$ cat src/tdp_pkg.sv
// Shared types and constants for the trial-division prime tester.
// Used by tdp_rem_unit, trial_division_prime_test and tb_top; depends on nothing.
package tdp_pkg;

  localparam int NUM_WIDTH_DEF = 16;

  // Width of a trial divisor: holds every d with d*d <= (2**w - 1), plus one step past it.
  function automatic int div_width(input int w);
    return (w + 1) / 2 + 1;
  endfunction

  typedef struct packed {
    logic done;      // one-cycle pulse: remainder is ready
    logic rem_zero;  // remainder is zero, valid with done
  } rem_status_t;

endpackage

$ cat src/tdp_rem_unit.sv
// Restoring remainder unit: one dividend bit per cycle.
// Depends on tdp_pkg for the divisor width and the status struct.
module tdp_rem_unit #(
  parameter int NUM_WIDTH = tdp_pkg::NUM_WIDTH_DEF
) (
  input  logic                                    clk,
  input  logic                                    rst_n,
  input  logic                                    go,
  input  logic [NUM_WIDTH-1:0]                    dividend,
  input  logic [tdp_pkg::div_width(NUM_WIDTH)-1:0] divisor,
  output tdp_pkg::rem_status_t                    status
);
  import tdp_pkg::*;

  localparam int DW = div_width(NUM_WIDTH);
  localparam int CW = $clog2(NUM_WIDTH + 1);

  logic              busy_r, busy_nxt;
  logic              done_r, done_nxt;
  logic [CW-1:0]     cnt_r, cnt_nxt;
  logic [NUM_WIDTH-1:0] sh_r, sh_nxt;
  logic [DW-1:0]     rem_r, rem_nxt;
  logic [DW:0]       trial;
  logic [DW:0]       diff;

  assign trial = {rem_r, sh_r[NUM_WIDTH-1]};
  assign diff  = trial - {1'b0, divisor};

  always_comb begin
    busy_nxt = busy_r;
    done_nxt = 1'b0;
    cnt_nxt  = cnt_r;
    sh_nxt   = sh_r;
    rem_nxt  = rem_r;
    if (go) begin
      busy_nxt = 1'b1;
      cnt_nxt  = CW'(NUM_WIDTH);
      sh_nxt   = dividend;
      rem_nxt  = '0;
    end else if (busy_r) begin
      // The partial remainder stays below the divisor, so it fits DW bits.
      if (trial >= {1'b0, divisor}) begin
        rem_nxt = diff[DW-1:0];
      end else begin
        rem_nxt = trial[DW-1:0];
      end
      sh_nxt  = {sh_r[NUM_WIDTH-2:0], 1'b0};
      cnt_nxt = cnt_r - CW'(1);
      if (cnt_r == CW'(1)) begin
        busy_nxt = 1'b0;
        done_nxt = 1'b1;
      end
    end
  end

  always_ff @(posedge clk) begin
    if (!rst_n) begin
      busy_r <= 1'b0;
      done_r <= 1'b0;
      cnt_r  <= '0;
    end else begin
      busy_r <= busy_nxt;
      done_r <= done_nxt;
      cnt_r  <= cnt_nxt;
    end
  end

  always_ff @(posedge clk) begin
    sh_r  <= sh_nxt;
    rem_r <= rem_nxt;
  end

  assign status.done     = done_r;
  assign status.rem_zero = (rem_r == '0);

  a_go_when_free: assert property (@(posedge clk) disable iff (!rst_n)
    go |-> !busy_r) else $error("remainder unit started while busy");

  a_done_idle: assert property (@(posedge clk) disable iff (!rst_n)
    status.done |-> !busy_r) else $error("done raised while still busy");

  a_last_step: assert property (@(posedge clk) disable iff (!rst_n)
    (busy_r && !go && cnt_r == CW'(1)) |=> status.done)
    else $error("remainder unit missed its done pulse");

endmodule

$ cat config.mk
export PLATFORM = sky130hd
export DESIGN_NAME = tdp_rem_unit
export DESIGN_NICKNAME = d
export VERILOG_FILES = /design/src/tdp_pkg.sv /design/src/tdp_rem_unit.sv
export SDC_FILE = /design/constraint.sdc
export NUM_CORES = 1
export LEC_CHECK = 0
export ABC_AREA = 1
export BUFFER_PORTS_ARGS = -buffer_cell sky130_fd_sc_hd__clkbuf_2
export CORE_ASPECT_RATIO = 1.25
export CORE_MARGIN = 4
export CORE_UTILIZATION = 45
export DETAILED_ROUTE_END_ITERATION = 16
export GPL_ROUTABILITY_DRIVEN = 0
export GPL_TIMING_DRIVEN = 1
export PLACE_DENSITY = 0.65
export SLEW_MARGIN = 25
export SYNTH_ARGS = -nofsm -noshare
export SYNTH_HDL_FRONTEND = slang
export SYNTH_SLANG_ARGS = --single-unit
$ cat constraint.sdc
create_clock -name clk -period 4.55 [get_ports clk]
set_clock_uncertainty 0.05 [all_clocks]
set_input_delay 0.6825 -clock clk [delete_from_list [all_inputs] [get_ports clk]]
set_output_delay 0.6825 -clock clk [all_outputs]
set_load 0.03 [all_outputs]
==> key figures <==
Pwr
  – Comb power frac: 0.169
  – Pleak: 1.253 nW
  – VDD IR max: 246.7 µV
  – Switch share: 0.2558
  – Sw power: 0.1751 mW
  – Power Density: 303.6 nW/µm²
  – Clk pwr share: 0.340
  – Int Power: slightly above 0.5 mW
  – Sequential power share: 0.491

Logic synthesis
  – Synth cell types: 28
  – Synth Net Count: around 320
  – Synth Area in Simple Gates: 0.3681
  – Combinational family with the most area after synthesis: simple AND/OR/NAND/NOR gates
  – Syn Area/Cell: 7.193 µm²
  – Mapped cell area: 1978 µm²
  – Warnings, synthesis: 0
  – Cell taking the most area after synthesis: edfxtp_1
  – Multiplexer share of the synthesized area: 0
  – Post-synthesis register bit count: 32
  – Sequential area share after synthesis: 0.4048
  – Adder-cell share of the synthesized area: 0.07970
  – Post-Syn Instances: 275
  – Share of the synthesized area in the top cell type: 0.2429
  – Post-Synth XOR/XNOR Area: 0.01771
  – Top cells by area, synth: edfxtp_1 24%, nand2_1 21%, dfxtp_1 16%
  – Post-synthesis compound-gate area fraction: 0.02846

Critical path
  – Cells on worst reg2reg path: 11
  – WP data required: 3.82 ns
  – Setup CP Type: flip-flop to output port
  – RR Startpoint: sh_r[15]$_DFFE_PP_
  – R2R Setup Slk: 2.63 ns
  – CP Capture Type: output port
  – Worst EP arrival: between 1 and 1.5 ns
  – Critical path launch point type: flip-flop
  – Critical path peak fanout: 4
  – RR Endpoint: rem_r[7]$_SDFFE_PP0P_

Cells and area
  – P&R area growth vs syn: 13.98%
  – Ratio of cells with drive above 1 in the final layout: 0.1405
  – Most frequent cells in the layout: 112 x nand2_1, 42 x inv_1, 29 x clkbuf_2
  – Final net count: 345
  – Leading cell type in the layout, fill and taps excluded: nand2_1
  – Filler Cell Count: 460
  – Finished Layout Cells: around 360
  – ANT cells: 0

Place
  – Post-DP HPWL: 2978 µm
  – Placed cells: ~350
  – # port buffers: 29

Die
  – Die ar.: 5527 µm²
  – Core area: 4164 µm²
  – Site Rows: 26
  – Die W: 67.30 µm
  – Initial core utilization: 0.4751
  – IO Count: 30
  – DIE HEIGHT: 82.13 µm

Clocking
  – Root Driver: clkbuf_8
  – Clk sinks: 32
  – Postcts setup bufs: 0
  – H-tree Lvls: 2
  – CTS tree: built
  – Post-cts sizing count: 0
  – Clock Path Buffers: 2
  – Worst-Skew Late Latency: 0.28 ns
  – CTS Buf Count: 5
  – Worst-path clk slew: 0.06 ns
  – Hold-fix buffers at CTS: 0

Route
  – DRT iter0 DRCs: 66
  – DR pass1 iterations: 4
  – WL final: 3722 µm
  – WL/cell: 10.28 µm
  – Number of vias per cell: 4.666
  – Antenna Nets Post-Route: 0
  – Vias: 1689
  – DRC: 0

Flow run
  – Max_cap viols: 0

Global routing
  – Vias in the first global route: 1606
  – Largest net degree at the start of global routing: 21
  – Congestion Overflow GR: 0
  – Gr usage total: 0.1569
  – Initial antenna violation count: 0
  – First-pass GRT wire length: 6527 µm

Worst hold path
  – Hold endpoint: rem_r[7]$_SDFFE_PP0P_
  – Type of the most critical hold path: flip-flop to flip-flop
  – Worst Hold Path Cells: 2
  – HP Start: rem_r[7]$_SDFFE_PP0P_

Timing
  – Slew @ Worst Pin: 0.6182 ns
  – Fmax: 0.5053 GHz
  – Final count of hold timing violations: 0
  – Period utilisation layout: 0.4350
  – Count of pins over their slew limit: 0
  – Minimum clock period: 1.979 ns
  – # setup viols final: 0
  – Unrepaired setup endpoints after global routing: false
  – Relative slew slack: 0.5874
  – Setup TNS after final layout: 0 ns

Run status
  – Status: finished, final reports clean
## routing by layer
metal / share of wire / vias up / global-route usage
li1: - / 919 / -
met1: 0.43 / 729 / 0.1721
met2: 0.49 / 32 / 0.2734
met3: 0.046 / 9 / 0.04465
met4: 0.030 / 0 / 0.07911
met5: 0 / - / 0
## area by class of cell
class                           count  area (µm²)  area share
Timing Repair Buffer               29       145.1     0.06437
Multi-Input combinational cell    194       977.2      0.4334
Clock buffer                        8       100.1     0.04440
Tap cell                           56       70.07     0.03108
Inverter                           43       161.4     0.07159
Sequential cell                    32       800.8      0.3552
## metrics by stage
stage | total power, mW | setup slack (ns) | hold WS [ns] | area, µm² | util
6_report | 0.6846 | 2.571 | 0.4248 | 2255 | 0.5415
5_1_grt | 0.7255 | 2.433 | 0.4569 | 2255 | 0.5415
4_1_cts | 0.6957 | 2.558 | 0.4288 | 2255 | 0.5415
3_5_place_dp | 0.4582 | 2.297 | 0.4198 | 2155 | 0.5174
3_3_place_gp | 0.4586 | 2.330 | 0.4103 | 2155 | 0.5174
2_1_floorplan | 0.4267 | 2.571 | 0.3977 | 1978 | -
## cells in the mapped netlist, drive strengths merged
| cell | instances |
|---|---|
| nor3 | 4 |
| o21a | 1 |
| a21oi | 6 |
| clkinv | 1 |
| xnor2 | 3 |
| nand4 | 4 |
| fa | 1 |
| nor2b | 1 |
| edfxtp | 16 |
| nand3 | 28 |
| o211ai | 1 |
| clkbuf | 2 |
| dfxtp | 16 |
| nor2 | 16 |
| ha | 11 |
| buf | 4 |
| xor2 | 1 |
| and3 | 1 |
| nand2 | 115 |
| inv | 42 |
| a211oi | 1 |
## power by group through the flow
stage / clock network (mW) / logic [mW] / registers (mW)
6_report: 0.233 / 0.116 / 0.336
5_1_grt: 0.253 / 0.134 / 0.338
4_1_cts: 0.243 / 0.117 / 0.336
3_5_place_dp: 0 / 0.116 / 0.342
3_3_place_gp: 0 / 0.117 / 0.342
2_1_floorplan: 0 / 0.0870 / 0.340
## flip-flops by register name (all words and copies together), names as in the netlist
name    flops
sh_r       16
cnt_r       5
rem_r       9
done_r      1
busy_r      1
## worst max path at each step
stage | from | to | cells after the start
6_report | rem_r[0]$_SDFFE_PP0P_ | status[0] | 4
4_1_cts | rem_r[0]$_SDFFE_PP0P_ | status[0] | 4
3_5_place_dp | divisor[0] | rem_r[7]$_SDFFE_PP0P_ | 11
2_1_floorplan | divisor[0] | rem_r[0]$_SDFFE_PP0P_ | 9
5_1_grt | go | busy_r$_SDFF_PN0_ | 5
3_3_place_gp | divisor[0] | rem_r[7]$_SDFFE_PP0P_ | 11
## worst max-delay path: stages (launching register included)
cell and delay [ns]:
dfxtp_1 0.35, inv_1 0.09, nand4_1 0.09, nor3_1 0.19, clkbuf_2 0.25
## logic make-up after synthesis
family	count (synthesis)
AO/OA/AOI/OAI	9
XOR/XNOR	4
adder cells (fa/ha/maj)	12
buffers and inverters	49
flip-flops	32
AND/OR/NAND/NOR	169
Power figures use the tool's default switching activity.
